===== src/rtl/stbs_pkg.sv =====
// Package for the sorted-table binary search block: sizes, action codes,
// search request type and the key/entry word conversion. No dependencies.
`default_nettype none

package stbs_pkg;

  localparam int TABLE_DEPTH = 256;
  localparam int WORD_WIDTH  = 32;
  localparam int ADDR_W      = (TABLE_DEPTH > 1) ? $clog2(TABLE_DEPTH) : 1;

  // Field widths fixed by the stream format
  localparam int ENTRY_W = 8;
  localparam int VALUE_W = 32;
  localparam int FIRST_W = 8;
  localparam int LAST_W  = 9;

  // Search bounds: lo reaches 256, hi reaches -1, plus headroom for the sign
  localparam int IDX_W = 10;

  // Highest index a search may probe (field range caps it at 255)
  localparam int LAST_MAX = (TABLE_DEPTH - 1 > 255) ? 255 : TABLE_DEPTH - 1;
  localparam logic signed [IDX_W-1:0] HI_MAX = IDX_W'(LAST_MAX);

  localparam logic ACT_LOAD   = 1'b0;
  localparam logic ACT_SEARCH = 1'b1;

  typedef logic signed [WORD_WIDTH-1:0] word_t;
  typedef logic signed [IDX_W-1:0]      idx_t;

  typedef struct packed {
    word_t key;
    idx_t  lo;
    idx_t  hi;
  } stbs_req_t;

  // Low WORD_WIDTH bits of the field, or the field sign-extended when wider
  function automatic word_t word_from_field(logic signed [VALUE_W-1:0] raw);
    return WORD_WIDTH'(raw);
  endfunction

endpackage

`default_nettype wire


===== src/rtl/stbs_engine.sv =====
// Binary search sequencer: halves [lo, hi] with an equal and a less-than compare
// per probe, reading the table RAM at the midpoint. Depends on stbs_pkg.
`default_nettype none

module stbs_engine import stbs_pkg::*; (
  input  logic              clk_i,
  input  logic              rst_ni,
  input  logic              start_i,
  input  stbs_req_t         req_i,
  output logic              idle_o,
  output logic              re_o,
  output logic [ADDR_W-1:0] raddr_o,
  input  word_t             rdata_i,
  output logic              res_valid_o,
  input  logic              res_ready_i,
  output logic              found_o
);

  localparam logic [1:0] ST_IDLE  = 2'd0;
  localparam logic [1:0] ST_PROBE = 2'd1;
  localparam logic [1:0] ST_CMP   = 2'd2;
  localparam logic [1:0] ST_DONE  = 2'd3;

  logic [1:0] state_q, state_d;
  word_t      key_q, key_d;
  idx_t       lo_q, lo_d;
  idx_t       hi_q, hi_d;
  idx_t       mid_q, mid_d;
  logic       found_q, found_d;

  logic signed [IDX_W:0] mid_sum;
  idx_t                  mid;
  logic                  range_ok;

  assign mid_sum  = {lo_q[IDX_W-1], lo_q} + {hi_q[IDX_W-1], hi_q};
  assign mid      = mid_sum[IDX_W:1];  // never negative while lo <= hi
  assign range_ok = (lo_q <= hi_q);

  always_comb begin
    state_d  = state_q;
    key_d    = key_q;
    lo_d     = lo_q;
    hi_d     = hi_q;
    mid_d    = mid_q;
    found_d  = found_q;
    re_o     = 1'b0;
    unique case (state_q)
      ST_IDLE: begin
        if (start_i) begin
          key_d   = req_i.key;
          lo_d    = req_i.lo;
          hi_d    = (req_i.hi > HI_MAX) ? HI_MAX : req_i.hi;
          state_d = ST_PROBE;
        end
      end
      ST_PROBE: begin
        if (range_ok) begin
          re_o    = 1'b1;
          mid_d   = mid;
          state_d = ST_CMP;
        end else begin
          found_d = 1'b0;
          state_d = ST_DONE;
        end
      end
      ST_CMP: begin
        if (rdata_i == key_q) begin
          found_d = 1'b1;
          state_d = ST_DONE;
        end else begin
          if (key_q < rdata_i) begin
            hi_d = mid_q - idx_t'(1);
          end else begin
            lo_d = mid_q + idx_t'(1);
          end
          state_d = ST_PROBE;
        end
      end
      ST_DONE: begin
        if (res_ready_i) begin
          state_d = ST_IDLE;
        end
      end
      default: state_d = ST_IDLE;
    endcase
  end

  always_ff @(posedge clk_i or negedge rst_ni) begin
    if (!rst_ni) begin
      state_q <= ST_IDLE;
    end else begin
      state_q <= state_d;
    end
  end

  always_ff @(posedge clk_i) begin
    key_q   <= key_d;
    lo_q    <= lo_d;
    hi_q    <= hi_d;
    mid_q   <= mid_d;
    found_q <= found_d;
  end

  assign raddr_o     = ADDR_W'($unsigned(mid));
  assign idle_o      = (state_q == ST_IDLE);
  assign res_valid_o = (state_q == ST_DONE);
  assign found_o     = found_q;

endmodule

`default_nettype wire


===== config.mk =====
export PLATFORM = sky130hd
export DESIGN_NAME = stbs_engine
export DESIGN_NICKNAME = d
export VERILOG_FILES = /design/src/rtl/stbs_pkg.sv /design/src/rtl/stbs_engine.sv
export SDC_FILE = /design/constraint.sdc
export NUM_CORES = 1
export LEC_CHECK = 0
export BUFFER_PORTS_ARGS = -buffer_cell sky130_fd_sc_hd__buf_2
export CAP_MARGIN = 20
export CORE_MARGIN = 3
export CORE_UTILIZATION = 33
export DETAILED_ROUTE_END_ITERATION = 10
export SLEW_MARGIN = 20
export SYNTH_ARGS = -nofsm -noshare
export SYNTH_HDL_FRONTEND = slang
export SYNTH_SLANG_ARGS = --single-unit

===== constraint.sdc =====
create_clock -name clk_i -period 3.7 [get_ports clk_i]
set_input_delay 0.185 -clock clk_i [delete_from_list [all_inputs] [get_ports clk_i]]
set_output_delay 0.185 -clock clk_i [all_outputs]
set_load 0.05 [all_outputs]

Word-level counts from Yosys, hierarchy flattened:

Cells that the tools add are included.

* bits of input ports: 88
* flip-flop bits (word level): 65
* output and inout port bits: 12
* word-level logic and storage cells: 51

* muxes and demuxes: 19
* reduce and logical (&&, ||, !) cells: 9
* equal/unequal tests: 11
* add/subtract/negate cells: 3
* $lt $le $gt $ge: 3

Operators by type and width (count)
* 10-bit 2-to-1 mux: 7
* 10-bit case mux with 2 select lines: 2
* 32-bit == test: 1
* 32-bit less-than comparator: 1
* 2-bit != test (second input constant): 6
* 10-bit by 10-bit adder with 11-bit output: 1
* 10-bit by 2-bit adder with 10-bit output (second input constant): 1
* 10-bit by 9-bit greater-than comparator with 1-bit output (second input constant): 1
* 10-bit less-or-equal comparator: 1
* 10-bit by 2-bit subtractor with 10-bit output (second input constant): 1
* 2-bit case mux with 4 select lines: 1
* 4-bit AND reduction: 2
* 2-bit 2-to-1 mux: 3
* 2-bit AND reduction: 3
* 1-bit 2-to-1 mux: 5
* 2-bit == test (second input constant): 2
* 2-bit nonzero test: 2
* 3-bit AND reduction: 1
* 2-bit by 1-bit == test with 1-bit output (second input constant): 1
* 2-bit logical NOT: 1
* 2-bit by 1-bit != test with 1-bit output (second input constant): 1
* 1-bit case mux with 2 select lines: 1

Logic depth before layout (Yosys ltp):

* depth in word-level cells: 4
* mapped depth: 10
* gate-level depth less buffers: 9

Worst setup path after synthesis:

Ideal clock, no wire load.

* path type: register to register
* from: register key_q[31]
* to: register lo_q[0] (enable)
* cell stages (with the launch flop): 7
* path slack: 1.006 ns
* data required time: 3.324 ns
* data arrival time: 2.318 ns
* buffers on the path: 0
* setup time: 0.376 ns
* clock period less this slack: 2.694 ns
* cells stage by stage: edfxtp_1 > ha_1 > nand4_2 > or4_4 > or3_1 > o2111a_1 > nor2_1

* word-level cells in the longest chain between the ends: 3
* elaborated cells on any way between the ends: 5
* classes of those cells: order compare (1); eq/ne (3); reduce/logical (1)

RTL lines
* from (decl): line stbs_engine.sv:25 `word_t key_q, key_d;`
* from (signal assigned): line stbs_engine.sv:97 `key_q <= key_d;`
* 32-bit less-than comparator or 32-bit == test (tied branches): line stbs_engine.sv:71, stbs_engine.sv:67
* 2-bit != test (no line)
* 4-bit AND reduction (no line) (*)
* to (signal assigned): line stbs_engine.sv:98 `lo_q <= lo_d;`
* to (decl): line stbs_engine.sv:26 `idx_t lo_q, lo_d;`

Mark *: on every way between the ends. The rest lies on a longest branch, timed or not.
A chain may end at the register's enable or synchronous reset.

Worst setup path after layout:

* from: register lo_q[7]
* to: output re_o

* word-level cells in the longest chain between the ends: 3

RTL lines
* 10-bit less-or-equal comparator: line stbs_engine.sv:37 `assign range_ok = (lo_q <= hi_q);`
* 1-bit 2-to-1 mux: line stbs_engine.sv:57 `if (range_ok) begin`
* 1-bit 2-to-1 mux: line stbs_engine.sv:47 `unique case (state_q)`
* to (decl): line stbs_engine.sv:11 `output logic re_o,`

No other way between the ends.

==> flow_metrics.env <==
export IMPL_power_mw=3.97
export IMPL_ys_warnings_count=0
export IMPL_synth_top_area_share_pct=46.0
export IMPL_drc_errors=0
export IMPL_numCtsBuffers=9
export IMPL_final_hold_violation_count=0
export IMPL_dp_hpwl_um=7660
export IMPL_cp_slowest_cell="a2111o_1"
export IMPL_wl_um=9390
export IMPL_ys_flop_type="edfxtp_1"
export IMPL_syn_area_mm2=0.00411
export IMPL_setup_tns_ns=0
export IMPL_clkTransAtPathRegs_ns=0.05
export IMPL_rr_startpoint="key_q[31]"
export IMPL_min_period_over_period_pct=76.2
export IMPL_grt_max_degree=33
export IMPL_yosys_area_top_type="edfxtp_1"
export IMPL_dp_slack_ns=1.10
export IMPL_met2_length_um=4300
export IMPL_yosysMostFrequentCell="edfxtp_1"
export IMPL_met1_length_um=4180
export IMPL_period_needed_ns=2.82
export IMPL_yosysSeqAreaShare_pct=47.2
export IMPL_nFillCells=1162
export IMPL_powerDensity_mw_per_mm2=778
export IMPL_synth_cell_type_count=47
export IMPL_num_vias=3122
export IMPL_die_area_mm2=0.0138
export IMPL_final_antenna_net_count=0
export IMPL_drive_above_1_share_pct=24.8
export IMPL_end_kind="output pin"
export IMPL_max_stage_delay_ns=0.41
export IMPL_p_leak_nw=2.31
export IMPL_grt_pass1_vias=3260
export IMPL_cts_tree="yes"
export IMPL_async_flop_share_pct=3.08
export IMPL_insertedDiodeCount=0
export IMPL_max_slew_margin_pct=46.7
export IMPL_startpoint="lo_q[7]"
export IMPL_nNetsFinal=634
export IMPL_hold_class="input pin to flip-flop"
export IMPL_cp_max_fo=7
export IMPL_crit_buf_inv=1
export IMPL_critPathArrivalTime_ns=2.63
export IMPL_core_mm2=0.0121
export IMPL_dp_cells=647
export IMPL_cp_start_kind="flip-flop"
export IMPL_setup_viol=0
export IMPL_drv_slew=0
export IMPL_wl_met3_um=802
export IMPL_synth_edf_count=63
export IMPL_viasPerCell=4.70
export IMPL_synth_area_leaders="edfxtp_1 (46%), ha_1 (16%), inv_1 (5.2%), a21oi_1 (3.3%), xnor2_1 (2.8%)"
export IMPL_grt_overflow=0
export IMPL_grt_first_pass_wirelength_um=15200
export IMPL_worst_ir_drop_vdd_v=0.000244
export IMPL_cts_buffer_depth=2
export IMPL_skew_ns=0.00480
export IMPL_drtPass1Iterations=4
export IMPL_clock_sinks=65
export IMPL_drv_cap=0
export IMPL_cts_repair_resized=0
export IMPL_fin_util_pct=42.2
export IMPL_synth_cells=390
export IMPL_initial_utilization_pct=34.0
export IMPL_antenna_found_initial=0
export IMPL_die_x_um=118
export IMPL_critPathKind="flip-flop to output pin"
export IMPL_core_rowCount=40
export IMPL_gp_congestion=0.877
export IMPL_synth_fp_nets=533
export IMPL_routedWlPerCell_um=14.1
export IMPL_initialDrtViolationCount=104
export IMPL_cp_top_family="compound AO/OA/AOI/OAI gates"
export IMPL_io_pins=100
export IMPL_grt_usage_pct=13.8
export IMPL_io_buffers=99
export IMPL_worstSkewPairLatency_ns=0.32
export IMPL_min_delay_start="req_i[21]"
export IMPL_die_y_um=118
export IMPL_synth_seq_cells=65
export IMPL_yosys_top_cells_count="edfxtp_1 (63), inv_1 (57), ha_1 (54)"
export IMPL_crit_chain="ha_1 -> a21o_1 -> a2111o_1 -> o21ai_0 -> and2_1 -> buf_2"
export IMPL_rsz0062_at_grt="false"
export IMPL_fmax_mhz=355
export IMPL_htree_levels=3
export IMPL_tightest_slew_ns=0.794
export IMPL_status="finished, final reports clean"
export IMPL_routed_top_layer="met4"
export IMPL_synthToLayoutAreaGrowth_pct=24.2
export IMPL_stdcell_count=664
export IMPL_syn_mean_instance_area_um2=10.5
export IMPL_critPathRequiredTime_ns=3.51
export IMPL_setup_ws_ns=0.882
export IMPL_cts_root_buf="clkbuf_16"
==> worst reg2reg max path, delay by kind of cell (launching register included) <==
family	cells	cell delay, ns
AO/OA/AOI/OAI	4	1.14
adder cells (fa/ha/maj)	1	0.37
flip-flops	1	0.36
buffers and inverters	1	0.21
AND/OR/NAND/NOR	2	0.22
==> cells in the final DEF, fill, tap and decap left out, types with 13 or more instances in the layout <==
cell and count:
nor2_1 21, nand2_1 27, ha_1 54, o21ai_0 17, xnor2_1 13, buf_2 99
inv_1 56, nand3_1 14, edfxtp_1 63, a21oi_1 27
==> metal layers <==
layer,track usage [%],vias to the layer above
met5,0,-
met3,3.89,9
met1,17.5,1427
met4,4.98,0
met2,22.6,102
li1,-,1584
==> area by class of cell <==
cell class | instances | area, um2 | share of cell area (%)
clock buffer | 10 | 229 | 4.48
clock inverter | 6 | 106 | 2.08
inverter | 57 | 214 | 4.19
multi-input combinational | 254 | 1870 | 36.7
sequential | 65 | 1940 | 38.0
tap | 168 | 210 | 4.11
timing repair buffer | 104 | 536 | 10.5
==> report_power, final <==
part           leakage [nW]  internal (mW)  switching (mW)
clock                 0.160          0.654           0.302
sequential            0.600           1.10           0.132
combinational          1.55          0.560            1.22
total                  2.31           2.31            1.66
==> logic make-up after synthesis <==
kind of cell,share of synthesized area [%]
and+or+nand+nor,12.9
xor gates and xnor gates,4.69
AOI/OAI and AO/OA,11.0
buffers and inverters,7.24
DFF,47.2
adders and majority gates,16.9
==> path summary, 6_finish.rpt <==
kind / slack, ns / end / cells after the start
max: 0.88 / re_o / 6
max in group asynchronous: 3.42 / state_q[0] / 2
max reg2reg: 1.10 / hi_q[4] / 8
min reg2reg: 0.58 / state_q[1] / 2
min in group asynchronous: 0.19 / state_q[1] / 2
min: 0.03 / key_q[1] / 1
==> state kept, by name, summed over array words and instances, names as in the netlist <==
name and flops:
hi_q 10, found_o 1, state_q 2, mid_q 10, key_q 32, lo_q 10
==> through the flow <==
step	area, um2	hold WS (ns)
2_1_floorplan	4110	-0.111
3_3_place_gp	4760	-0.0273
3_5_place_dp	4760	-0.0285
4_1_cts	5110	0.0235
5_1_grt	5110	0.0236
6_report	5110	0.0349
==> what timing repair did <==
action                    4_1_cts  5_1_grt
hold endpoints to repair        2        0
hold buffers                    1        0
buffers inserted                0        0
No activity file was read; power rests on OpenSTA's default activity.
